$ cat src/vna_pkg.sv
// ----------------------------------------------------------------------------
// vna_pkg: shared types and constants for the vertex normal accumulator
// Beat structs, operation codes and fixed widths of the datapath.
// ----------------------------------------------------------------------------
package vna_pkg;

	localparam int MAX_VERTICES_DEF = 1024;
	localparam int COORD_BITS_DEF   = 16;

	localparam int OP_W    = 2;
	localparam int IDX_W   = 10;
	localparam int FIELD_W = 16;

	localparam logic [OP_W-1:0] OP_LOAD = 2'd0;
	localparam logic [OP_W-1:0] OP_TRI  = 2'd1;
	localparam logic [OP_W-1:0] OP_READ = 2'd2;

	// accumulator and normaliser widths
	localparam int SUM_W   = 48;
	localparam int UNIT_W  = 16;
	localparam int R_W     = 31;  // magnitude width after range normalisation
	localparam int SQ_W    = 64;
	localparam int LEN_W   = 32;
	localparam int NUM_W   = 47;
	localparam int Q_W     = 15;
	localparam int FRAC_SH = 15;  // multiply by 32768

	localparam logic signed [SUM_W-1:0] SUM_MAX = {1'b0, {(SUM_W-1){1'b1}}};
	localparam logic signed [SUM_W-1:0] SUM_MIN = {1'b1, {(SUM_W-1){1'b0}}};
	localparam logic signed [UNIT_W-1:0] UNIT_ONE = 16'sd16384;

	typedef struct packed {
		logic [OP_W-1:0]           operation;
		logic [IDX_W-1:0]          vertex_index;
		logic signed [FIELD_W-1:0] pos_x;
		logic signed [FIELD_W-1:0] pos_y;
		logic signed [FIELD_W-1:0] pos_z;
		logic [IDX_W-1:0]          corner_a;
		logic [IDX_W-1:0]          corner_b;
		logic [IDX_W-1:0]          corner_c;
	} item_t;

	typedef struct packed {
		logic [IDX_W-1:0]         normal_vertex;
		logic signed [UNIT_W-1:0] unit_x;
		logic signed [UNIT_W-1:0] unit_y;
		logic signed [UNIT_W-1:0] unit_z;
		logic                     degenerate;
	} result_t;

endpackage

$ cat src/vna_cross.sv
// ----------------------------------------------------------------------------
// vna_cross: face cross product (A-B)x(B-C)
// One shared multiplier, six products in turn, then combine.
// ----------------------------------------------------------------------------
module vna_cross #(
	parameter int COORD_BITS = vna_pkg::COORD_BITS_DEF
) (
	input  logic                                     clk,
	input  logic                                     arst_n,
	input  logic                                     start,
	input  logic [3*COORD_BITS-1:0]                  pos_a,
	input  logic [3*COORD_BITS-1:0]                  pos_b,
	input  logic [3*COORD_BITS-1:0]                  pos_c,
	output logic                                     done,
	output logic signed [2*(COORD_BITS+1):0]         norm_x,
	output logic signed [2*(COORD_BITS+1):0]         norm_y,
	output logic signed [2*(COORD_BITS+1):0]         norm_z
);
	localparam int CB = COORD_BITS;
	localparam int DW = CB + 1;
	localparam int PW = 2 * DW;
	localparam int NW = PW + 1;

	logic signed [CB-1:0] ax, ay, az, bx, by, bz, cx, cy, cz;
	logic signed [DW-1:0] ux_q, uy_q, uz_q, vx_q, vy_q, vz_q;
	logic signed [DW-1:0] op_a, op_b;
	logic signed [PW-1:0] prod_s1;
	logic signed [NW-1:0] nx_q, ny_q, nz_q;
	logic [2:0]           cnt_q;
	logic                 busy_q;

	assign ax = pos_a[CB-1:0];
	assign ay = pos_a[2*CB-1:CB];
	assign az = pos_a[3*CB-1:2*CB];
	assign bx = pos_b[CB-1:0];
	assign by = pos_b[2*CB-1:CB];
	assign bz = pos_b[3*CB-1:2*CB];
	assign cx = pos_c[CB-1:0];
	assign cy = pos_c[2*CB-1:CB];
	assign cz = pos_c[3*CB-1:2*CB];

	// operand pairs: x = uy*vz - uz*vy, y = uz*vx - ux*vz, z = ux*vy - uy*vx
	always_comb begin
		case (cnt_q)
			3'd0: begin op_a = uy_q; op_b = vz_q; end
			3'd1: begin op_a = uz_q; op_b = vy_q; end
			3'd2: begin op_a = uz_q; op_b = vx_q; end
			3'd3: begin op_a = ux_q; op_b = vz_q; end
			3'd4: begin op_a = ux_q; op_b = vy_q; end
			3'd5: begin op_a = uy_q; op_b = vx_q; end
			default: begin op_a = '0; op_b = '0; end
		endcase
	end

	always_ff @(posedge clk or negedge arst_n) begin
		if (!arst_n) begin
			busy_q <= 1'b0;
			cnt_q  <= '0;
		end else if (start) begin
			busy_q <= 1'b1;
			cnt_q  <= '0;
		end else if (busy_q) begin
			if (cnt_q == 3'd6) begin
				busy_q <= 1'b0;
			end
			cnt_q <= cnt_q + 3'd1;
		end
	end

	always_ff @(posedge clk) begin
		if (start) begin
			ux_q <= DW'(ax) - DW'(bx);
			uy_q <= DW'(ay) - DW'(by);
			uz_q <= DW'(az) - DW'(bz);
			vx_q <= DW'(bx) - DW'(cx);
			vy_q <= DW'(by) - DW'(cy);
			vz_q <= DW'(bz) - DW'(cz);
		end else if (busy_q) begin
			prod_s1 <= PW'(op_a) * PW'(op_b);
			case (cnt_q)
				3'd1: nx_q <= NW'(prod_s1);
				3'd2: nx_q <= nx_q - NW'(prod_s1);
				3'd3: ny_q <= NW'(prod_s1);
				3'd4: ny_q <= ny_q - NW'(prod_s1);
				3'd5: nz_q <= NW'(prod_s1);
				3'd6: nz_q <= nz_q - NW'(prod_s1);
				default: ;
			endcase
		end
	end

	assign done   = busy_q && (cnt_q == 3'd6);
	assign norm_x = nx_q;
	assign norm_y = ny_q;
	assign norm_z = nz_q;
endmodule

$ cat config.mk
export PLATFORM = sky130hd
export DESIGN_NAME = vna_cross
export DESIGN_NICKNAME = d
export VERILOG_FILES = /design/src/vna_pkg.sv /design/src/vna_cross.sv
export SDC_FILE = /design/constraint.sdc
export NUM_CORES = 2
export LEC_CHECK = 0
export ABC_AREA = 0
export BUFFER_PORTS_ARGS = -buffer_cell sky130_fd_sc_hd__buf_2
export CAP_MARGIN = 20
export CORE_MARGIN = 3
export CORE_UTILIZATION = 45
export DETAILED_ROUTE_END_ITERATION = 10
export GPL_ROUTABILITY_DRIVEN = 0
export PLACE_DENSITY = 0.69
export RECOVER_POWER = 50
export SKIP_CTS_REPAIR_TIMING = 1
export SLEW_MARGIN = 20
export SYNTH_ARGS = -nofsm -noshare
export SYNTH_HDL_FRONTEND = slang
export SYNTH_SLANG_ARGS = --single-unit
$ cat constraint.sdc
create_clock -name clk -period 8.55 [get_ports clk]
set_input_delay 1.71 -clock clk [delete_from_list [all_inputs] [get_ports clk]]
set_output_delay 1.71 -clock clk [all_outputs]
set_load 0.03 [all_outputs]
==> flow_metrics.env <==
export IMPL_setup_tns_ps=0
export IMPL_rsz0062_at_grt="false"
export IMPL_worstMarginPinSlew_ps=3750
export IMPL_start_util_pct=45.7
export IMPL_cp_startpoint="cnt_q[0]$_DFFE_PN0P_"
export IMPL_grt_pass1_wl_mm=115
export IMPL_fmax_mhz=124
export IMPL_syn_area_um2=28900
export IMPL_crit_required_ps=8870
export IMPL_cts_tree="done"
export IMPL_worst_path_max_fanout=10
export IMPL_worst_r2r_setup_slack_ps=470
export IMPL_diodes=0
export IMPL_relSlewSlack_pct=-150
export IMPL_synth_edf_count=241
export IMPL_routed_wl_mm=70.8
export IMPL_synth_cell_type_count=81
export IMPL_setup_viol=0
export IMPL_violations="max-capacitance violations, max-slew violations"
export IMPL_finalCritPeriodShare_pct=94.5
export IMPL_dpl_cell_count=4192
export IMPL_die_width_um=260
export IMPL_syn_avg_cell_area_um2=9.23
export IMPL_async_flop_share_pct=1.63
export IMPL_route_detailed_drc=0
export IMPL_die_y_um=260
export IMPL_synthFlopType="edfxtp_1"
export IMPL_nets=4117
export IMPL_num_io_pins=253
export IMPL_post_place_ws_ps=361
export IMPL_slowest_stage="fa_1"
export IMPL_worstSetupPathType="register to register"
export IMPL_worst_slack_ps=471
export IMPL_die_area_um2=67300
export IMPL_path_common_cell="fa_1"
export IMPL_worstReg2RegStart="cnt_q[0]$_DFFE_PN0P_"
export IMPL_drv_cap=7
export IMPL_netlist_instances=3133
export IMPL_area_growth_pct=10.8
export IMPL_cp_end_kind="register"
export IMPL_cp_arrival_ps=8400
export IMPL_worst_hold_slack_ps=599
export IMPL_ys_seq_area_share_pct=25.4
export IMPL_syn_nets=3873
export IMPL_reg2reg_depth=30
export IMPL_hold_violations=0
export IMPL_antenna_found_initial=0
export IMPL_vias_per_cell=5.27
export IMPL_std_cell_rows=92
export IMPL_drt_iter0_drc=1493
export IMPL_max_stage_delay_ps=560
export IMPL_min_to="cnt_q[1]$_DFFE_PN0P_"
export IMPL_yosysWarnings=0
export IMPL_h_tree_depth=1
export IMPL_cts_buffers=29
export IMPL_drive_gt1_share_pct=10.0
export IMPL_final_cells=4242
export IMPL_grtUsageTotal_pct=21.0
export IMPL_mostFrequentLayoutCell="inv_1"
export IMPL_crit_path_start_kind="register"
export IMPL_hold_class="register to register"
export IMPL_r2r_end="prod_s1[33]$_DFFE_PP_"
export IMPL_clock_path_buffers=3
export IMPL_core_um2=63300
export IMPL_grt_max_degree=74
export IMPL_dp_hpwl_mm=58.9
export IMPL_num_vias=22341
export IMPL_ys_seq_elements=245
export IMPL_holdPathStages=2
export IMPL_skew_ps=20.7
export IMPL_grt_pass1_vias=22470
export IMPL_dr_pass1_iters=9
export IMPL_ant_nets=0
export IMPL_wl_per_cell_um=16.7
export IMPL_portBuffers=252
export IMPL_final_cell_mix="inv_1, nand2_1, nor2_1, fa_1, ha_1"
export IMPL_slew_violations=357
export IMPL_clk_pin_slew_ps=60
export IMPL_hp_start="cnt_q[1]$_DFFE_PN0P_"
export IMPL_outcome="finished, violations left"
export IMPL_grt_overflow=0
export IMPL_fin_crit_ps=8080
export IMPL_clk_latency_ps=590
export IMPL_clockRootBuffer="clkbuf_16"
export IMPL_cts_sinks=245
-- cells by family (layout without fill, tap and decap cells) --
group           Yosys count  count (layout)  share of synthesized area, %
fa+ha+maj               593             593                          33.6
compound gates          600             600                          13.4
flops                   245             245                          25.4
simple gates            926             926                          14.3
mux                       6               6                         0.212
buf+inv                 578             841                          7.50
xor+xnor                185             185                          5.60
-- layout make-up --
type,instances,area (µm²)
timing repair buffer,289,1490
clock buffer,37,756
clock inverter,13,95.1
fill,5804,31300
tap,846,1060
sequential,245,7340
multi-input combinational,2310,19400
inverter,502,1880
-- critical path, delay by kind of cell (launching register included) --
family | cells | cell delay (ps)
compound gates | 11 | 1890
fa+ha+maj | 8 | 3580
buf+inv | 6 | 540
flops | 1 | 410
simple gates | 5 | 1400
-- flip-flops by register name (all words and copies together), names as in the netlist --
signal / cells
uy_q: 17
norm_x: 35
vz_q: 17
vx_q: 17
busy_q: 1
norm_z: 35
cnt_q: 3
uz_q: 17
vy_q: 17
norm_y: 35
ux_q: 17
prod_s1: 34
-- cells in the mapped netlist (all sizes together), types with 5 or more instances --
cell | count | share of area (%)
and3 | 21 | 0.45
a41o | 8 | 0.28
edfxtp | 241 | 25
a31oi | 14 | 0.40
or3 | 14 | 0.30
a211o | 7 | 0.21
xor2 | 60 | 1.8
o22ai | 5 | 0.13
nand2b | 58 | 1.3
ha | 288 | 12
a22oi | 20 | 0.52
a222oi | 15 | 0.52
inv | 501 | 6.5
or2 | 17 | 0.37
xnor2 | 125 | 3.8
o21a | 28 | 0.73
o2111ai | 5 | 0.17
a21boi | 15 | 0.39
o21ai | 202 | 3.5
and2 | 24 | 0.52
clkbuf | 76 | 0.99
fa | 305 | 21
nand4 | 11 | 0.26
a221oi | 6 | 0.18
a21o | 54 | 1.4
nor2b | 45 | 0.97
o21bai | 15 | 0.39
nand3 | 41 | 0.71
mux2i | 5 | 0.17
a211oi | 17 | 0.48
nor2 | 306 | 4.0
nor3 | 42 | 0.73
o31ai | 8 | 0.26
nand2 | 329 | 4.3
a21oi | 144 | 2.5
-- how the worst max path moves through the flow --
stage | to | slack, ps
detailed placement | prod_s1[33]$_DFFE_PP_ | 360
finish | prod_s1[33]$_DFFE_PP_ | 470
global route | prod_s1[33]$_DFFE_PP_ | 50
CTS | prod_s1[33]$_DFFE_PP_ | 330
floorplan | prod_s1[33]$_DFFE_PP_ | 770
global placement | prod_s1[33]$_DFFE_PP_ | 450
-- per-stage QoR --
step | util (%) | area [µm²]
2_1_floorplan | - | 28900
3_3_place_gp | 49.4 | 31300
3_5_place_dp | 49.4 | 31300
4_1_cts | 50.7 | 32100
5_1_grt | 50.6 | 32100
6_report | 50.6 | 32100
-- layer usage --
layer	up-vias	track usage, %	wire length (µm)
met3	128	3.43	4820
met2	719	34.4	31800
li1	10949	-	-
met1	10545	28.9	32100
met4	0	6.01	2150
met5	-	0	0
Power is left out: the tool's default activity adds up to more than one toggle a clock period on the data nets, which glitch-free logic cannot reach.
