**config.mk**
```make
export PLATFORM = sky130hd
export DESIGN_NAME = vna_norm
export DESIGN_NICKNAME = d
export VERILOG_FILES = /design/src/vna_pkg.sv /design/src/vna_norm.sv
export SDC_FILE = /design/constraint.sdc
export NUM_CORES = 2
export LEC_CHECK = 0
export ABC_AREA = 0
export BUFFER_PORTS_ARGS = -buffer_cell sky130_fd_sc_hd__buf_2
export CORE_MARGIN = 10
export CORE_UTILIZATION = 45
export CTS_CLUSTER_DIAMETER = 50
export DETAILED_ROUTE_END_ITERATION = 12
export HOLD_SLACK_MARGIN = 0.15
export PLACE_DENSITY = 0.64
export SLEW_MARGIN = 10
export SYNTH_ARGS = -nofsm -noshare
export SYNTH_HDL_FRONTEND = slang
export SYNTH_SLANG_ARGS = --single-unit
```
**constraint.sdc**
```tcl
create_clock -name clk -period 8.8 [get_ports clk]
set_input_delay 1.32 -clock clk [delete_from_list [all_inputs] [get_ports clk]]
set_output_delay 1.32 -clock clk [all_outputs]
set_load 0.05 [all_outputs]
```
**src/vna_pkg.sv**
```systemverilog
// ----------------------------------------------------------------------------
// vna_pkg: shared types and constants for the vertex normal accumulator
// Beat structs, operation codes and fixed widths of the datapath.
// ----------------------------------------------------------------------------
package vna_pkg;

	localparam int MAX_VERTICES_DEF = 1024;
	localparam int COORD_BITS_DEF   = 16;

	localparam int OP_W    = 2;
	localparam int IDX_W   = 10;
	localparam int FIELD_W = 16;

	localparam logic [OP_W-1:0] OP_LOAD = 2'd0;
	localparam logic [OP_W-1:0] OP_TRI  = 2'd1;
	localparam logic [OP_W-1:0] OP_READ = 2'd2;

	// accumulator and normaliser widths
	localparam int SUM_W   = 48;
	localparam int UNIT_W  = 16;
	localparam int R_W     = 31;  // magnitude width after range normalisation
	localparam int SQ_W    = 64;
	localparam int LEN_W   = 32;
	localparam int NUM_W   = 47;
	localparam int Q_W     = 15;
	localparam int FRAC_SH = 15;  // multiply by 32768

	localparam logic signed [SUM_W-1:0] SUM_MAX = {1'b0, {(SUM_W-1){1'b1}}};
	localparam logic signed [SUM_W-1:0] SUM_MIN = {1'b1, {(SUM_W-1){1'b0}}};
	localparam logic signed [UNIT_W-1:0] UNIT_ONE = 16'sd16384;

	typedef struct packed {
		logic [OP_W-1:0]           operation;
		logic [IDX_W-1:0]          vertex_index;
		logic signed [FIELD_W-1:0] pos_x;
		logic signed [FIELD_W-1:0] pos_y;
		logic signed [FIELD_W-1:0] pos_z;
		logic [IDX_W-1:0]          corner_a;
		logic [IDX_W-1:0]          corner_b;
		logic [IDX_W-1:0]          corner_c;
	} item_t;

	typedef struct packed {
		logic [IDX_W-1:0]         normal_vertex;
		logic signed [UNIT_W-1:0] unit_x;
		logic signed [UNIT_W-1:0] unit_y;
		logic signed [UNIT_W-1:0] unit_z;
		logic                     degenerate;
	} result_t;

endpackage

```
**src/vna_norm.sv**
```systemverilog
// ----------------------------------------------------------------------------
// vna_norm: sum vector to Q1.14 unit vector
// Bit-serial range shift, square sum, integer square root and division.
// ----------------------------------------------------------------------------
module vna_norm (
	input  logic                               clk,
	input  logic                               arst_n,
	input  logic                               start,
	input  logic signed [vna_pkg::SUM_W-1:0]   sum_x,
	input  logic signed [vna_pkg::SUM_W-1:0]   sum_y,
	input  logic signed [vna_pkg::SUM_W-1:0]   sum_z,
	output logic                               done,
	output logic signed [vna_pkg::UNIT_W-1:0]  unit_x,
	output logic signed [vna_pkg::UNIT_W-1:0]  unit_y,
	output logic signed [vna_pkg::UNIT_W-1:0]  unit_z,
	output logic                               degenerate
);
	import vna_pkg::*;

	localparam logic [2:0] N_IDLE = 3'd0;
	localparam logic [2:0] N_DOWN = 3'd1;
	localparam logic [2:0] N_UP   = 3'd2;
	localparam logic [2:0] N_SQ   = 3'd3;
	localparam logic [2:0] N_ROOT = 3'd4;
	localparam logic [2:0] N_DSET = 3'd5;
	localparam logic [2:0] N_DIV  = 3'd6;
	localparam logic [2:0] N_DONE = 3'd7;

	logic [2:0]        state_q;
	logic [4:0]        cnt_q;
	logic [1:0]        comp_q;
	logic [SUM_W-1:0]  rx_q, ry_q, rz_q;
	logic              negx_q, negy_q, negz_q;
	logic [SUM_W-1:0]  m01, rmax;
	logic [R_W-1:0]    r_sel;
	logic              neg_sel;
	logic [2*R_W-1:0]  prod_s1;
	logic [SQ_W-1:0]   sq_q, rem_q, res_q, bit_q, trial;
	logic [NUM_W-1:0]  num_q, dsh_q;
	logic [Q_W-1:0]    q_q, q_next;
	logic              ge;
	logic signed [UNIT_W-1:0] uval;
	logic signed [UNIT_W-1:0] ux_q, uy_q, uz_q;
	logic              degen_q;

	assign m01  = (rx_q > ry_q) ? rx_q : ry_q;
	assign rmax = (m01 > rz_q) ? m01 : rz_q;

	// component select shared by square and divide phases
	always_comb begin
		case (state_q == N_SQ ? cnt_q[1:0] : comp_q)
			2'd0: begin r_sel = rx_q[R_W-1:0]; neg_sel = negx_q; end
			2'd1: begin r_sel = ry_q[R_W-1:0]; neg_sel = negy_q; end
			default: begin r_sel = rz_q[R_W-1:0]; neg_sel = negz_q; end
		endcase
	end

	assign trial  = res_q + bit_q;
	assign ge     = (num_q >= dsh_q);
	assign q_next = {q_q[Q_W-2:0], ge};
	assign uval   = neg_sel ? -UNIT_W'(q_next) : UNIT_W'(q_next);

	always_ff @(posedge clk or negedge arst_n) begin
		if (!arst_n) begin
			state_q <= N_IDLE;
			cnt_q   <= '0;
			comp_q  <= '0;
		end else begin
			case (state_q)
				N_IDLE: if (start) state_q <= N_DOWN;
				N_DOWN: begin
					if (rmax == '0) begin
						state_q <= N_DONE;
					end else if (rmax[SUM_W-1:R_W] == '0) begin
						state_q <= N_UP;
					end
				end
				N_UP: begin
					if (rmax[R_W-1]) begin
						state_q <= N_SQ;
						cnt_q   <= '0;
					end
				end
				N_SQ: begin
					if (cnt_q == 5'd3) begin
						state_q <= N_ROOT;
						cnt_q   <= '0;
					end else begin
						cnt_q <= cnt_q + 5'd1;
					end
				end
				N_ROOT: begin
					if (cnt_q == 5'd31) begin
						state_q <= N_DSET;
						comp_q  <= '0;
					end
					cnt_q <= cnt_q + 5'd1;
				end
				N_DSET: begin
					state_q <= N_DIV;
					cnt_q   <= '0;
				end
				N_DIV: begin
					if (cnt_q == 5'(Q_W - 1)) begin
						if (comp_q == 2'd2) begin
							state_q <= N_DONE;
						end else begin
							comp_q  <= comp_q + 2'd1;
							state_q <= N_DSET;
						end
					end else begin
						cnt_q <= cnt_q + 5'd1;
					end
				end
				N_DONE: state_q <= N_IDLE;
				default: state_q <= N_IDLE;
			endcase
		end
	end

	always_ff @(posedge clk) begin
		case (state_q)
			N_IDLE: begin
				if (start) begin
					rx_q    <= sum_x[SUM_W-1] ? SUM_W'(-sum_x) : SUM_W'(sum_x);
					ry_q    <= sum_y[SUM_W-1] ? SUM_W'(-sum_y) : SUM_W'(sum_y);
					rz_q    <= sum_z[SUM_W-1] ? SUM_W'(-sum_z) : SUM_W'(sum_z);
					negx_q  <= sum_x[SUM_W-1];
					negy_q  <= sum_y[SUM_W-1];
					negz_q  <= sum_z[SUM_W-1];
					degen_q <= 1'b0;
				end
			end
			N_DOWN: begin
				if (rmax == '0) begin
					degen_q <= 1'b1;
					ux_q    <= '0;
					uy_q    <= '0;
					uz_q    <= '0;
				end else if (rmax[SUM_W-1:R_W] != '0) begin
					rx_q <= rx_q >> 1;
					ry_q <= ry_q >> 1;
					rz_q <= rz_q >> 1;
				end
			end
			N_UP: begin
				if (!rmax[R_W-1]) begin
					rx_q <= rx_q << 1;
					ry_q <= ry_q << 1;
					rz_q <= rz_q << 1;
				end
				sq_q <= '0;
			end
			N_SQ: begin
				prod_s1 <= r_sel * r_sel;
				if (cnt_q != 5'd0) begin
					sq_q <= sq_q + SQ_W'(prod_s1);
				end
				if (cnt_q == 5'd3) begin
					rem_q <= sq_q + SQ_W'(prod_s1);
					res_q <= '0;
					bit_q <= SQ_W'(1) << (SQ_W - 2);
				end
			end
			N_ROOT: begin
				if (rem_q >= trial) begin
					rem_q <= rem_q - trial;
					res_q <= (res_q >> 1) + bit_q;
				end else begin
					res_q <= res_q >> 1;
				end
				bit_q <= bit_q >> 2;
			end
			N_DSET: begin
				// (r * 32768 + len) / (2 * len), quotient fits in Q_W bits
				num_q <= (NUM_W'(r_sel) << FRAC_SH) + NUM_W'(res_q[LEN_W-1:0]);
				dsh_q <= NUM_W'(res_q[LEN_W-1:0]) << Q_W;
				q_q   <= '0;
			end
			N_DIV: begin
				if (ge) begin
					num_q <= num_q - dsh_q;
				end
				dsh_q <= dsh_q >> 1;
				q_q   <= q_next;
				if (cnt_q == 5'(Q_W - 1)) begin
					case (comp_q)
						2'd0: ux_q <= uval;
						2'd1: uy_q <= uval;
						default: uz_q <= uval;
					endcase
				end
			end
			default: ;
		endcase
	end

	assign done       = (state_q == N_DONE);
	assign unit_x     = ux_q;
	assign unit_y     = uy_q;
	assign unit_z     = uz_q;
	assign degenerate = degen_q;
endmodule

```
==> impl_results.md <==
* DIE AREA at about 180000 um2
* # DRC at 0
* Commonest cells after routing, fill and taps aside: 1092 x inv_1, 701 x fa_1, 655 x nand2_1
* EDFF count, synth at ~600
* Clock H-tree levels at 3
* Register bit total from synthesis at roughly 600
* Synth cell types at 96
* Fmax at 0.108 GHz
* R2R cell count at 40
* Max stage delay on crit path at about 560 ps
* Worst Skew at approximately 71 ps
* Final Non-Filler Cells at 10600
* CP startpoint kind: register
* Starting density of the core at between 40% and 50%
* Top-area cell type share of the netlist area at 24.6%
* Port bufs at between 150 and 200
* Dpl ws at -792 ps
* Final WL at 229 mm
* I/O pins at between 150 and 200
* Final setup violation count at 22
* CTS Hold Bufs at 0
* First-pass GRT wire length at 350 mm
* Clk sinks at ~600
* Status: finished, violations left
* Most frequent CP cell: fa_1
* Met1 WL at between 90 and 100 mm
* Worst Tran Pin Value at 1230 ps
* DR WL met2 at 107 mm
* Synth area leaders: edfxtp_1 25%, fa_1 21%, ha_1 11%, inv_1 5.9%, o21ai_0 3.9%
* Final WS setup at -432 ps
* Max-slew violations at 0
* YS warnings at 0
* Vias at approximately 60000
* Pin count of the biggest net entering global routing at 94
* Hpwl dp at 187 mm
* Area growth, synth to finish at 18.5%
* Storage cell area at 17900 um2
* Mapped Cells at 7781
* Clock root buffer: clkbuf_16
* CP Capture Type: register
* Top_reg_cell synth: edfxtp_1
* Fillers at 14200
* Post-Synthesis Cell Area at 71800 um2
* CTS tree: yes
* Period utilisation layout at 105%
* CTS buffer count at 86
* Worst Path Max Fanout at 6
* R2R Path Start: state_q[2]
* Dpl cells at 10400
* Area leader, netlist: edfxtp_1
* Multi-input gate area at about 50000 um2
* Minimum clock period at approximately 9000 ps
* Final Hold Fails at 0
* GRT Total Usage at about a quarter
* Initial antenna violation count at 13
* Syn avg cell area at 9.22 um2
* Worst EP arrival at around 9600 ps
* Initial drt markers at around 5400
* Max-Cap Viols at 0
* Skew-Pair Late Insertion Delay at 700 ps
* Post-route ant nets at 0
* Die width at ~420 um
* Sequential-to-total area share from yosys stat at 25.0%
* CORE AREA at 158000 um2
* Deepest clock path buffer count at 3
* DR pass1 iterations at 5
* Ys async rst share at under 10%
* Nets at 9999
* Commonest non-fill, non-tap cell in the layout: inv_1
* RSZ-0062 raised after global routing: yes
* Die Y-Extent at roughly 420 um
* DR top layer: met5
* R2R setup slack at -430 ps
* CP max stage cell: fa_2
* Share of layout cells above drive strength 1 at ~17%
* Gpl congestion at 1.01
* Overflow after GRT at 0
* Vias in the first global route at around 61000
* Failing checks: setup timing
* Worst r2r dst: prod_s1[58]
* Critical Path RT at slightly above 9000 ps
* WL met3 at 15.6 mm
* Site Rows at around 150
* Crit Path Class: reg -> reg
* DR WL/cell at around 22 um
* Rel. slew slack at between 10% and 20%
* Min-Delay Path Class: in -> async
* Clock-pin slew on the worst setup and hold paths at roughly 60 ps
* Syn nets at a little over 9000
* Vias per cell at roughly 5.7
-- final cells by class --
cell class / instances / share of cell area [%]
clock buffers: 97 / 2.63
diodes: 1 / 0.00294
well taps: 2072 / 3.05
clock inverters: 57 / 0.877
inverters: 1145 / 5.11
flip-flops and latches: 599 / 21.1
multi-input cells: 5734 / 58.8
repair buffers: 908 / 8.41
-- registers in the layout (all words and copies together) (netlist names), 32 cells and up --
| register | cells |
|---|---|
| bit_q | 32 |
| dsh_q | 47 |
| num_q | 47 |
| prod_s1 | 61 |
| rem_q | 64 |
| res_q | 64 |
| rx_q | 48 |
| ry_q | 48 |
| rz_q | 48 |
| sq_q | 64 |
-- repair_timing --
item                       4_1_cts  5_1_grt
setup endpoints to repair       30       34
gates resized for setup        182      258
setup buffers                   21       49
gates cloned                     2        3
hold endpoints to repair         0        0
pin swaps                       37      122
-- routing by layer --
layer	track usage [%]	up-vias
li1	-	28000
met1	33.7	29600
met2	42.3	2158
met3	3.71	488
met4	8.88	6
met5	0	-
-- critical path, delay by kind of cell (launching register included) --
kind / cells / cell delay, ps
AOI/OAI and AO/OA: 10 / 1920
muxes: 1 / 220
adders and majority gates: 9 / 3960
DFF: 1 / 370
buffers and inverters: 15 / 1780
and+or+nand+nor: 4 / 480
xor gates and xnor gates: 1 / 140
-- cell families after synthesis --
kind of cell	count (synthesis)	synth area share, %
AOI/OAI and AO/OA	1806	15.8
xor gates and xnor gates	521	6.36
adders and majority gates	1378	31.9
buffers and inverters	1448	7.59
DFF	599	25.0
muxes	30	0.425
and+or+nand+nor	1999	12.9
-- metrics by stage --
| stage | instance area [um2] | hold slack, ps | TNS (ps) | util (%) |
|---|---|---|---|---|
| floorplan | 71900 | 522 | 0 | - |
| CTS | 83600 | 444 | -4620 | 52.8 |
| finish | 85000 | 485 | -5530 | 53.7 |
| detailed placement | 79700 | 560 | -12180 | 50.3 |
| global route | 85000 | 471 | -11650 | 53.7 |
| global placement | 79700 | 543 | -8920 | 50.3 |
-- cells in the mapped netlist (145+ instances only) --
| library cell | n |
|---|---|
| inv_1 | 1134 |
| fa_1 | 753 |
| nand2_1 | 687 |
| ha_1 | 625 |
| nor2_1 | 598 |
| edfxtp_1 | 589 |
| o21ai_0 | 558 |
| a21oi_1 | 380 |
| xor2_1 | 312 |
| clkbuf_1 | 270 |
| xnor2_1 | 209 |
| a21o_1 | 204 |
| a22oi_1 | 145 |
-- worst max path at each step --
stage | startpoint | end | depth (start not counted)
global placement | state_q[2] | prod_s1[61] | 35
floorplan | state_q[2] | prod_s1[61] | 37
finish | state_q[2] | prod_s1[58] | 40
global route | state_q[2] | prod_s1[61] | 38
CTS | state_q[2] | prod_s1[61] | 37
detailed placement | state_q[2] | prod_s1[61] | 35
Power is left out: the tool's default activity adds up to more than one toggle a clock period on the data nets, which glitch-free logic cannot reach.
