===== src/vna_ram.sv =====
// ----------------------------------------------------------------------------
// vna_ram: generic simple dual-port RAM
// One write port, one read port, read data registered.
// ----------------------------------------------------------------------------
module vna_ram #(
	parameter int WIDTH = 8,
	parameter int DEPTH = 16
) (
	input  logic                                       clk,
	input  logic                                       we,
	input  logic [((DEPTH > 1) ? $clog2(DEPTH) : 1)-1:0] waddr,
	input  logic [WIDTH-1:0]                           wdata,
	input  logic [((DEPTH > 1) ? $clog2(DEPTH) : 1)-1:0] raddr,
	output logic [WIDTH-1:0]                           rdata
);
	logic [WIDTH-1:0] mem [DEPTH];

	always_ff @(posedge clk) begin
		if (we) begin
			mem[waddr] <= wdata;
		end
		rdata <= mem[raddr];
	end
endmodule


===== config.mk =====
export PLATFORM = sky130hd
export DESIGN_NAME = vna_ram
export DESIGN_NICKNAME = d
export VERILOG_FILES = /design/src/vna_ram.sv
export SDC_FILE = /design/constraint.sdc
export NUM_CORES = 1
export LEC_CHECK = 0
export CORE_AREA = 5 5 94 139
export CTS_BUF_LIST = sky130_fd_sc_hd__clkbuf_4 sky130_fd_sc_hd__clkbuf_8
export CTS_CLUSTER_DIAMETER = 120
export CTS_CLUSTER_SIZE = 16
export DETAILED_ROUTE_END_ITERATION = 7
export DIE_AREA = 0 0 99 144
export DONT_BUFFER_PORTS = 1
export GPL_TIMING_DRIVEN = 0
export SLEW_MARGIN = 20
export SYNTH_ARGS = -nofsm -noshare
export SYNTH_HDL_FRONTEND = slang
export SYNTH_SLANG_ARGS = --single-unit

===== constraint.sdc =====
create_clock -name clk -period 4.45 [get_ports clk]
set_input_delay 0.89 -clock clk [delete_from_list [all_inputs] [get_ports clk]]
set_output_delay 0.89 -clock clk [all_outputs]
set_load 0.005 [all_outputs]

==> results of run 1 <==
==> kinds of logic after synthesis <==
logic type             share of synthesized area (%)
and+or+nand+nor                                 3.18
AOI/OAI and AO/OA                               2.33
buffers and inverters                           1.68
muxes                                           15.0
DFF                                             77.8
==> cell type report <==
class | count | area, um^2
multi-input combinational | 83 | 1080
tap | 153 | 191
sequential | 136 | 4000
clock buffer | 23 | 298
buffer | 10 | 86.3
fill | 960 | 6050
clock inverter | 9 | 121
==> cells in the final DEF (no fill, tap or decap), types with 2 or more instances in the layout <==
master,netlist,final
sky130_fd_sc_hd__a22oi_1,16,16
sky130_fd_sc_hd__buf_2,3,3
sky130_fd_sc_hd__buf_6,3,3
sky130_fd_sc_hd__bufinv_16,0,3
sky130_fd_sc_hd__clkbuf_4,0,3
sky130_fd_sc_hd__clkbuf_8,0,20
sky130_fd_sc_hd__clkdlybuf4s25_2,3,3
sky130_fd_sc_hd__clkinv_2,0,5
sky130_fd_sc_hd__dfxtp_1,8,8
sky130_fd_sc_hd__edfxtp_1,128,128
sky130_fd_sc_hd__mux4_1,14,14
sky130_fd_sc_hd__mux4_2,18,18
sky130_fd_sc_hd__nand2_1,9,9
sky130_fd_sc_hd__nand2b_1,2,2
sky130_fd_sc_hd__nand3b_1,2,2
sky130_fd_sc_hd__nor2_1,13,13
sky130_fd_sc_hd__nor3_2,0,4
==> routing by layer <==
layer  vias up  part of all wire (%)
met2        70                    53
met4         0                   1.5
met5         -                     0
li1       1006                     -
met1      1170                    39
met3         9                   6.7
==> flip-flops by register name (all words and copies together), names as in the netlist <==
register and cells:
rdata 8, mem 128
==> report_power, final <==
part	switching (W)	total [W]	internal (W)
Clock	0.000426	0.00104	0.000614
Sequential	0.00000897	0.00144	0.00143
Combinational	0.0000522	0.0000988	0.0000466
==> stage by stage <==
step | power (W) | hold slack [ns] | util [%] | cell area [um^2] | worst slack, ns
floorplan | 0.00154 | 0.629 | - | 5150 | 2.07
global placement | 0.00157 | 0.651 | 45.1 | 5340 | 1.62
detailed placement | 0.00157 | 0.658 | 45.3 | 5360 | 1.96
CTS | 0.00260 | 0.519 | 48.8 | 5780 | 2.43
global route | 0.00267 | 0.518 | 48.8 | 5780 | 2.39
finish | 0.00258 | 0.563 | 48.8 | 5780 | 2.42
==> worst min path at each step <==
stage	startpoint	endpoint	slack, ns	cells after the start
finish	wdata[2]	mem[0][2]$_DFFE_PP_	0.56	0
floorplan	mem[7][0]$_DFFE_PP_	rdata[0]$_DFF_P_	0.63	3
CTS	wdata[2]	mem[5][2]$_DFFE_PP_	0.52	0
global route	wdata[2]	mem[5][2]$_DFFE_PP_	0.52	0
detailed placement	mem[15][1]$_DFFE_PP_	rdata[1]$_DFF_P_	0.66	3
global placement	mem[14][1]$_DFFE_PP_	rdata[1]$_DFF_P_	0.65	3
==> report_table.html, run 1 <==
<table>
<tr><th>Metric</th><th>Value</th></tr>
<tr><th colspan="2">Outcome</th></tr>
<tr><td>Status</td><td>finished clean</td></tr>
<tr><th colspan="2">Route</th></tr>
<tr><td>Drt drc</td><td>0</td></tr>
<tr><td>Routed vias/inst</td><td>5.45</td></tr>
<tr><td>Average wire length per cell after detail routing</td><td>23.8 um</td></tr>
<tr><td>Antenna viol nets, final</td><td>0</td></tr>
<tr><td>Via count</td><td>2,255</td></tr>
<tr><td>Total wirelength of the detailed-routed design</td><td>9830 um</td></tr>
<tr><td>1st-iter DRT viols</td><td>271</td></tr>
<tr><td>Number of iterations in the first detailed-routing pass</td><td>4</td></tr>
<tr><th colspan="2">Floorplan</th></tr>
<tr><td>I/O pin total</td><td>26</td></tr>
<tr><td>Die Y</td><td>144 um</td></tr>
<tr><td>Num rows</td><td>49</td></tr>
<tr><td>Die Footprint</td><td>0.0143 mm^2</td></tr>
<tr><td>Standard cell core area</td><td>0.0118 mm^2</td></tr>
<tr><td>Width of the die</td><td>99 um</td></tr>
<tr><td>Initial core utilization</td><td>43.5%</td></tr>
<tr><th colspan="2">Logic synthesis</th></tr>
<tr><td>Prevailing post-synth register cell</td><td>sky130_fd_sc_hd__edfxtp_1</td></tr>
<tr><td>Number of synthesized register bits</td><td>136</td></tr>
<tr><td>YS warnings</td><td>0</td></tr>
<tr><td>Top cells by instance count after synthesis</td><td>sky130_fd_sc_hd__edfxtp_1 (128), sky130_fd_sc_hd__mux4_2 (18), sky130_fd_sc_hd__a22oi_1 (16)</td></tr>
<tr><td>Netlist area before placement</td><td>0.00515 mm^2</td></tr>
<tr><td>Nets in the synthesized netlist</td><td>247</td></tr>
<tr><td>Cell variety after synth</td><td>19</td></tr>
<tr><td>Per-instance average area after synthesis</td><td>22.5 um^2</td></tr>
<tr><td>Portion of synthesized cell area occupied by the leading cell type</td><td>74.7%</td></tr>
<tr><td>Cell count after synthesis</td><td>229</td></tr>
<tr><td>Number of enable-type register cells in the synthesized netlist</td><td>128</td></tr>
<tr><td>Top post-synthesis cells by area</td><td>sky130_fd_sc_hd__edfxtp_1 (75%), sky130_fd_sc_hd__mux4_2 (7.9%), sky130_fd_sc_hd__mux4_1 (7.1%), sky130_fd_sc_hd__dfxtp_1 (3.1%), sky130_fd_sc_hd__a22oi_1 (2.3%)</td></tr>
<tr><td>Most numerous cell in the Yosys netlist</td><td>sky130_fd_sc_hd__edfxtp_1</td></tr>
<tr><td>Fraction of the yosys area taken by sequential cells</td><td>77.8%</td></tr>
<tr><td>FFs w/ async S/R, synth</td><td>0%</td></tr>
<tr><td>Dominant cell type by area after synthesis</td><td>sky130_fd_sc_hd__edfxtp_1</td></tr>
<tr><th colspan="2">Worst setup path</th></tr>
<tr><td>Critical R2R Launch</td><td>mem[1][2]$_DFFE_PP_</td></tr>
<tr><td>Number of cells on the worst reg-to-reg path</td><td>3</td></tr>
<tr><td>Crit start category</td><td>input pin</td></tr>
<tr><td>Capture point of the worst path</td><td>mem[3][5]$_DFFE_PP_</td></tr>
<tr><td>Buf+Inv Stages, Crit Path</td><td>0</td></tr>
<tr><td>Kind of end point of the critical path</td><td>flip-flop</td></tr>
<tr><td>Kind of critical path</td><td>in2reg</td></tr>
<tr><td>Max incr delay on CP</td><td>0.66 ns</td></tr>
<tr><td>Worst setup path startpoint</td><td>waddr[2]</td></tr>
<tr><td>Worst r2r dst</td><td>rdata[2]$_DFF_P_</td></tr>
<tr><td>Setup slack, reg-to-reg</td><td>2.94 ns</td></tr>
<tr><td>Maximum fanout along the worst path</td><td>8</td></tr>
<tr><td>Worst endpoint data arrival time</td><td>2.08 ns</td></tr>
<tr><td>Family with the most delay on the worst path</td><td>simple AND/OR/NAND/NOR gates</td></tr>
<tr><td>Stages on the worst setup path</td><td>2</td></tr>
<tr><td>Cell with the largest stage delay on the worst path</td><td>sky130_fd_sc_hd__nor2_1</td></tr>
<tr><td>Critical Path RT</td><td>4.49 ns</td></tr>
<tr><td>Cell-by-cell listing of the critical path</td><td>or3b_2, nor2_1</td></tr>
<tr><th colspan="2">Cells and area</th></tr>
<tr><td>Signed area change from the synthesized netlist to the final layout</td><td>12.3%</td></tr>
<tr><td>Post-layout nets</td><td>266</td></tr>
<tr><td>Count of inserted antenna diode cells</td><td>0</td></tr>
<tr><td>Fraction of layout cells with a size suffix above 1</td><td>24.9%</td></tr>
<tr><td>Final std cells w/o fill</td><td>414</td></tr>
<tr><th colspan="2">Clock network</th></tr>
<tr><td>Count of instances resized after the clock tree is built</td><td>0</td></tr>
<tr><td>TritonCTS clock tree</td><td>done</td></tr>
<tr><td>Hold-fix buffers, CTS</td><td>0</td></tr>
<tr><td>H-tree lvl count</td><td>4</td></tr>
<tr><td>Post-CTS Repair Setup Buffers</td><td>0</td></tr>
<tr><td>Number of buffers created by CTS</td><td>17</td></tr>
<tr><td>Clock root buffer</td><td>sky130_fd_sc_hd__clkbuf_8</td></tr>
<tr><td>Latest clock arrival within the worst-skew pair</td><td>0.42 ns</td></tr>
<tr><td>Clock net sink count</td><td>136</td></tr>
<tr><td>Worst-case clock buffer depth</td><td>2</td></tr>
<tr><td>Clock-pin transition on the worst setup and hold timing paths</td><td>0.07 ns</td></tr>
<tr><th colspan="2">STA</th></tr>
<tr><td>Worst Tran Pin Value</td><td>0.829 ns</td></tr>
<tr><td>Setup repair after global routing missed its margin</td><td>no</td></tr>
<tr><td>Peak Freq</td><td>0.492 GHz</td></tr>
<tr><td>Final Skew</td><td>0.00742 ns</td></tr>
<tr><td>Finish-stage setup viols</td><td>0</td></tr>
<tr><td>Number of hold violations in the final report</td><td>0</td></tr>
<tr><td>Final max-slew violation count</td><td>0</td></tr>
<tr><td>Max-slew headroom</td><td>44.5%</td></tr>
<tr><td>Final total negative setup slack</td><td>0 ns</td></tr>
<tr><td>Final worst-path cycle share</td><td>45.7%</td></tr>
<tr><td>Time the final worst path needs with I/O delays and setup</td><td>2.03 ns</td></tr>
<tr><th colspan="2">Global routing</th></tr>
<tr><td>Global-route wire length before repair</td><td>14,500 um</td></tr>
<tr><td>Pin count of the biggest net entering global routing</td><td>17</td></tr>
<tr><td>Remaining Overflow, GRT</td><td>0</td></tr>
<tr><td>Number of global-route vias before repair</td><td>2,343</td></tr>
<tr><td>M1 GR Usage</td><td>17.5%</td></tr>
<tr><td>Antenna violations before repair</td><td>0</td></tr>
<tr><td>Met3 track demand over resource</td><td>5.26%</td></tr>
<tr><td>Most crowded layer after global routing</td><td>met2</td></tr>
<tr><td>Met2 demand-to-capacity share in global routing</td><td>24.5%</td></tr>
<tr><td>All-Layer GR Usage</td><td>14.8%</td></tr>
<tr><th colspan="2">Place</th></tr>
<tr><td># port buffers</td><td>0</td></tr>
<tr><td>Half-perimeter wire length after placement</td><td>6480 um</td></tr>
<tr><td>Final weighted congestion in routability-driven placement</td><td>0.782</td></tr>
<tr><td>Cell count after placement</td><td>382</td></tr>
<tr><th colspan="2">Power and ir drop</th></tr>
<tr><td>Power Density</td><td>446 mW/mm^2</td></tr>
<tr><td>Leakage power figure</td><td>1.87 nW</td></tr>
<tr><td>Largest voltage drop on the vdd net</td><td>0.271 mV</td></tr>
<tr><th colspan="2">Flow run</th></tr>
<tr><td>Max-cap violations</td><td>0</td></tr>
<tr><th colspan="2">Min path</th></tr>
<tr><td>Class of the tightest hold or removal check</td><td>in2reg</td></tr>
</table>
No activity file was read; power rests on OpenSTA's default activity.
==> run 2, diff against run 1 <==
==> constraint.sdc (replaced) <==
create_clock -name clk -period 1.7 [get_ports clk]
set_input_delay 0.34 -clock clk [delete_from_list [all_inputs] [get_ports clk]]
set_output_delay 0.34 -clock clk [all_outputs]
set_load 0.005 [all_outputs]
==> run 2 against run 1 <==
Combinational power increased to 3.2 times the previous value. Final cell count up 1.7%. Cell area is 0.30% higher. Sequential power rose to 2.6 times the previous value. Worst hold slack worse by 0.38 ns. Critical path depth up 1. Register-to-register slack worse by 2.7 ns. First-iteration DRC count shrank 34%. Setup slack lost 2.2 ns. Critical path type is now reg2reg.
==> report_table.html, run 2 (synthesis gave the netlist of run 1 again) <==
<table>
<tr><th>Metric</th><th>Value</th></tr>
<tr><th colspan="2">Outcome</th></tr>
<tr><td>Status</td><td>finished clean</td></tr>
<tr><th colspan="2">STA</th></tr>
<tr><td>Final max-slew violation count</td><td>0 (unchanged)</td></tr>
<tr><td>Final worst-path cycle share</td><td>87.3%</td></tr>
<tr><td>Max-slew headroom</td><td>45.9% (+1.4 points)</td></tr>
<tr><td>Peak Freq</td><td>0.674 GHz</td></tr>
<tr><td>Final Skew</td><td>0.00659 ns (-0.000830 ns)</td></tr>
<tr><td>Worst Tran Pin Value</td><td>0.808 ns (-0.0211 ns)</td></tr>
<tr><td>Finish-stage setup viols</td><td>0 (unchanged)</td></tr>
<tr><td>Setup repair after global routing missed its margin</td><td>no</td></tr>
<tr><td>Time the final worst path needs with I/O delays and setup</td><td>1.48 ns</td></tr>
<tr><td>Final worst setup slack</td><td>0.217 ns (-2.20 ns)</td></tr>
<tr><td>Number of hold violations in the final report</td><td>0 (unchanged)</td></tr>
<tr><th colspan="2">Clock network</th></tr>
<tr><td>H-tree lvl count</td><td>4 (unchanged)</td></tr>
<tr><td>Number of buffers created by CTS</td><td>17 (unchanged)</td></tr>
<tr><td>TritonCTS clock tree</td><td>done</td></tr>
<tr><td>Post-CTS Repair Setup Buffers</td><td>0 (unchanged)</td></tr>
<tr><td>Clock net sink count</td><td>136 (unchanged)</td></tr>
<tr><td>Count of instances resized after the clock tree is built</td><td>0 (unchanged)</td></tr>
<tr><td>Latest clock arrival within the worst-skew pair</td><td>0.43 ns (about the same)</td></tr>
<tr><td>Worst-case clock buffer depth</td><td>2 (unchanged)</td></tr>
<tr><td>Clock root buffer</td><td>sky130_fd_sc_hd__clkbuf_8</td></tr>
<tr><td>Clock-pin transition on the worst setup and hold timing paths</td><td>0.07 ns (about the same)</td></tr>
<tr><th colspan="2">Worst setup path</th></tr>
<tr><td>Stages on the worst setup path</td><td>3 (+1)</td></tr>
<tr><td>Cell-by-cell listing of the critical path</td><td>mux4_1, a22oi_1, nand2_1</td></tr>
<tr><td>Family with the most delay on the worst path</td><td>multiplexers</td></tr>
<tr><td>Kind of end point of the critical path</td><td>flip-flop</td></tr>
<tr><td>Maximum fanout along the worst path</td><td>1 (-7)</td></tr>
<tr><td>Worst endpoint data arrival time</td><td>1.79 ns (-0.29 ns)</td></tr>
<tr><td>Cell with the largest stage delay on the worst path</td><td>sky130_fd_sc_hd__mux4_1</td></tr>
<tr><td>Critical Path RT</td><td>2.01 ns (-2.48 ns)</td></tr>
<tr><td>Crit start category</td><td>flip-flop</td></tr>
<tr><td>Buf+Inv Stages, Crit Path</td><td>0 (unchanged)</td></tr>
<tr><td>Kind of critical path</td><td>reg2reg</td></tr>
<tr><td>Max incr delay on CP</td><td>0.57 ns (-0.09 ns)</td></tr>
<tr><td>Number of cells on the worst reg-to-reg path</td><td>3 (unchanged)</td></tr>
<tr><th colspan="2">Floorplan</th></tr>
<tr><td>Standard cell core area</td><td>0.0118 mm^2 (unchanged)</td></tr>
<tr><td>Die Footprint</td><td>0.0143 mm^2 (unchanged)</td></tr>
<tr><td>Width of the die</td><td>99 um (unchanged)</td></tr>
<tr><td>Num rows</td><td>49 (unchanged)</td></tr>
<tr><td>Die Y</td><td>144 um (unchanged)</td></tr>
<tr><td>Initial core utilization</td><td>43.5% (unchanged)</td></tr>
<tr><td>I/O pin total</td><td>26 (unchanged)</td></tr>
<tr><th colspan="2">Cells and area</th></tr>
<tr><td>Post-layout nets</td><td>274 (+3.0%)</td></tr>
<tr><td>Signed area change from the synthesized netlist to the final layout</td><td>12.6%</td></tr>
<tr><td>Register Area</td><td>0.00400 mm^2 (unchanged)</td></tr>
<tr><td>Flip-flop count of the largest register, all copies and words added</td><td>128 (unchanged)</td></tr>
<tr><td>Final std cells w/o fill</td><td>421 (+1.7%)</td></tr>
<tr><td>Count of inserted antenna diode cells</td><td>0 (unchanged)</td></tr>
<tr><td>Most common library cell in the layout ignoring fill and taps</td><td>sky130_fd_sc_hd__edfxtp_1</td></tr>
<tr><td>Top reg by flops</td><td>mem</td></tr>
<tr><td>Area of the multi-input gates</td><td>0.00108 mm^2 (unchanged)</td></tr>
<tr><td>Commonest cells after routing, fill and taps aside</td><td>sky130_fd_sc_hd__edfxtp_1 (128), sky130_fd_sc_hd__clkbuf_8 (21), sky130_fd_sc_hd__mux4_2 (18), sky130_fd_sc_hd__a22oi_1 (16), sky130_fd_sc_hd__mux4_1 (14)</td></tr>
<tr><td>Top Registers</td><td>mem: 128 flops, rdata: 8 flops</td></tr>
<tr><td>Fill cells</td><td>971 (+1.1%)</td></tr>
<tr><td>Fraction of layout cells with a size suffix above 1</td><td>23.9% (-1.0 points)</td></tr>
<tr><th colspan="2">Power and ir drop</th></tr>
<tr><td>Portion of total power attributed to combinational logic</td><td>5.0% (+1.2 points)</td></tr>
<tr><td>Seq pwr share</td><td>58.7% (+2.8 points)</td></tr>
<tr><td>Largest voltage drop on the vdd net</td><td>0.554 mV (+100%)</td></tr>
<tr><td>Tot Pwr</td><td>0.00643 W (+150%)</td></tr>
<tr><td>Leakage power figure</td><td>1.87 nW (about the same)</td></tr>
<tr><td>Power Density</td><td>1110 mW/mm^2 (+150%)</td></tr>
<tr><td>Switching power summed over all nets</td><td>0.00130 W (+170%)</td></tr>
<tr><td>Cell-internal power</td><td>0.00513 W (+150%)</td></tr>
<tr><td>Switching share of power</td><td>20.2% (+1.3 points)</td></tr>
<tr><td>Clock network fraction of design power</td><td>36.4% (-3.9 points)</td></tr>
<tr><th colspan="2">Global routing</th></tr>
<tr><td>Pin count of the biggest net entering global routing</td><td>17 (unchanged)</td></tr>
<tr><td>Number of global-route vias before repair</td><td>2,472 (+5.5%)</td></tr>
<tr><td>Remaining Overflow, GRT</td><td>0 (unchanged)</td></tr>
<tr><td>All-Layer GR Usage</td><td>15.5% (+0.71 points)</td></tr>
<tr><td>Antenna violations before repair</td><td>1 (+1)</td></tr>
<tr><td>Global-route wire length before repair</td><td>15,300 um (+5.5%)</td></tr>
<tr><th colspan="2">Flow run</th></tr>
<tr><td>Max-cap violations</td><td>0 (unchanged)</td></tr>
<tr><th colspan="2">Route</th></tr>
<tr><td>Total wirelength of the detailed-routed design</td><td>10,100 um (+2.2%)</td></tr>
<tr><td>Routed vias/inst</td><td>5.46 (+0.26%)</td></tr>
<tr><td>Via count</td><td>2,299 (+2.0%)</td></tr>
<tr><td>Antenna viol nets, final</td><td>0 (unchanged)</td></tr>
<tr><td>Number of iterations in the first detailed-routing pass</td><td>4 (unchanged)</td></tr>
<tr><td>1st-iter DRT viols</td><td>180 (-34%)</td></tr>
<tr><td>Drt drc</td><td>0 (unchanged)</td></tr>
<tr><td>Average wire length per cell after detail routing</td><td>23.9 um (+0.52%)</td></tr>
<tr><th colspan="2">Min path</th></tr>
<tr><td>Worst hold path stage count</td><td>1 (+1)</td></tr>
<tr><td>Class of the tightest hold or removal check</td><td>in2reg</td></tr>
<tr><th colspan="2">Place</th></tr>
<tr><td>Half-perimeter wire length after placement</td><td>6560 um (+1.3%)</td></tr>
<tr><td>Final weighted congestion in routability-driven placement</td><td>0.734 (-6.1%)</td></tr>
<tr><td>Cell count after placement</td><td>382 (unchanged)</td></tr>
<tr><td># port buffers</td><td>0 (unchanged)</td></tr>
<tr><td>Place WS</td><td>-0.248 ns (-2.21 ns)</td></tr>
</table>
-- run 2: repair_timing --
action / CTS / global route
hold buffers: 8 / 0
setup endpoints to repair: 0 / 0
endpoints found under the hold margin: 128 / 0
-- run 2: per-layer routing --
metal	wire, um	part of all wire (%)	global-route usage, %
met1	3980	40	18.6
met2	5340	53	26.2
met3	502	5.0	4.25
met4	227	2.3	6.83
met5	0	0	0
-- run 2: worst register-to-register path: stages (launching register included) --
cell and delay, ns:
sky130_fd_sc_hd__edfxtp_1 0.37, sky130_fd_sc_hd__mux4_1 0.57, sky130_fd_sc_hd__a22oi_1 0.34, sky130_fd_sc_hd__nand2_1 0.10
-- run 2: per-stage QoR --
| step | utilization, % | TNS [ns] | area (um^2) | hold WS (ns) |
|---|---|---|---|---|
| 2_1_floorplan | - | 0 | 5150 | 0.439 |
| 3_5_place_dp | 45.3 | -7.03 | 5360 | 0.440 |
| 5_1_grt | 49.0 | 0 | 5800 | 0.164 |
| 3_3_place_gp | 45.2 | -13.74 | 5340 | 0.440 |
| 6_report | 49.0 | 0 | 5800 | 0.180 |
| 4_1_cts | 49.0 | 0 | 5800 | 0.163 |
-- run 2: area by class of cell --
type	instances	area share [%]
clock inverter	4	0.389
timing repair buffer	8	1.38
buffer	10	1.49
tap	153	3.30
multi-input combinational	83	18.6
clock buffer	27	5.76
sequential	136	69.1
-- run 2: worst paths after layout --
check / slack [ns] / endpoint / start
worst max-delay path: 0.22 / rdata[2]$_DFF_P_ / mem[0][2]$_DFFE_PP_
worst min-delay path: 0.18 / mem[4][6]$_DFFE_PP_ / waddr[0]
worst max register to register: 0.22 / rdata[2]$_DFF_P_ / mem[0][2]$_DFFE_PP_
worst min register to register: 0.69 / rdata[1]$_DFF_P_ / mem[15][1]$_DFFE_PP_
-- run 2: power groups by stage --
stage | combinational (W) | clock, W | sequential [W]
after floorplan | 0.000191 | 0 | 0.00384
after global placement | 0.000262 | 0 | 0.00384
after detailed placement | 0.000266 | 0 | 0.00385
after CTS | 0.000327 | 0.00238 | 0.00377
after global routing | 0.000343 | 0.00255 | 0.00378
final | 0.000320 | 0.00234 | 0.00377
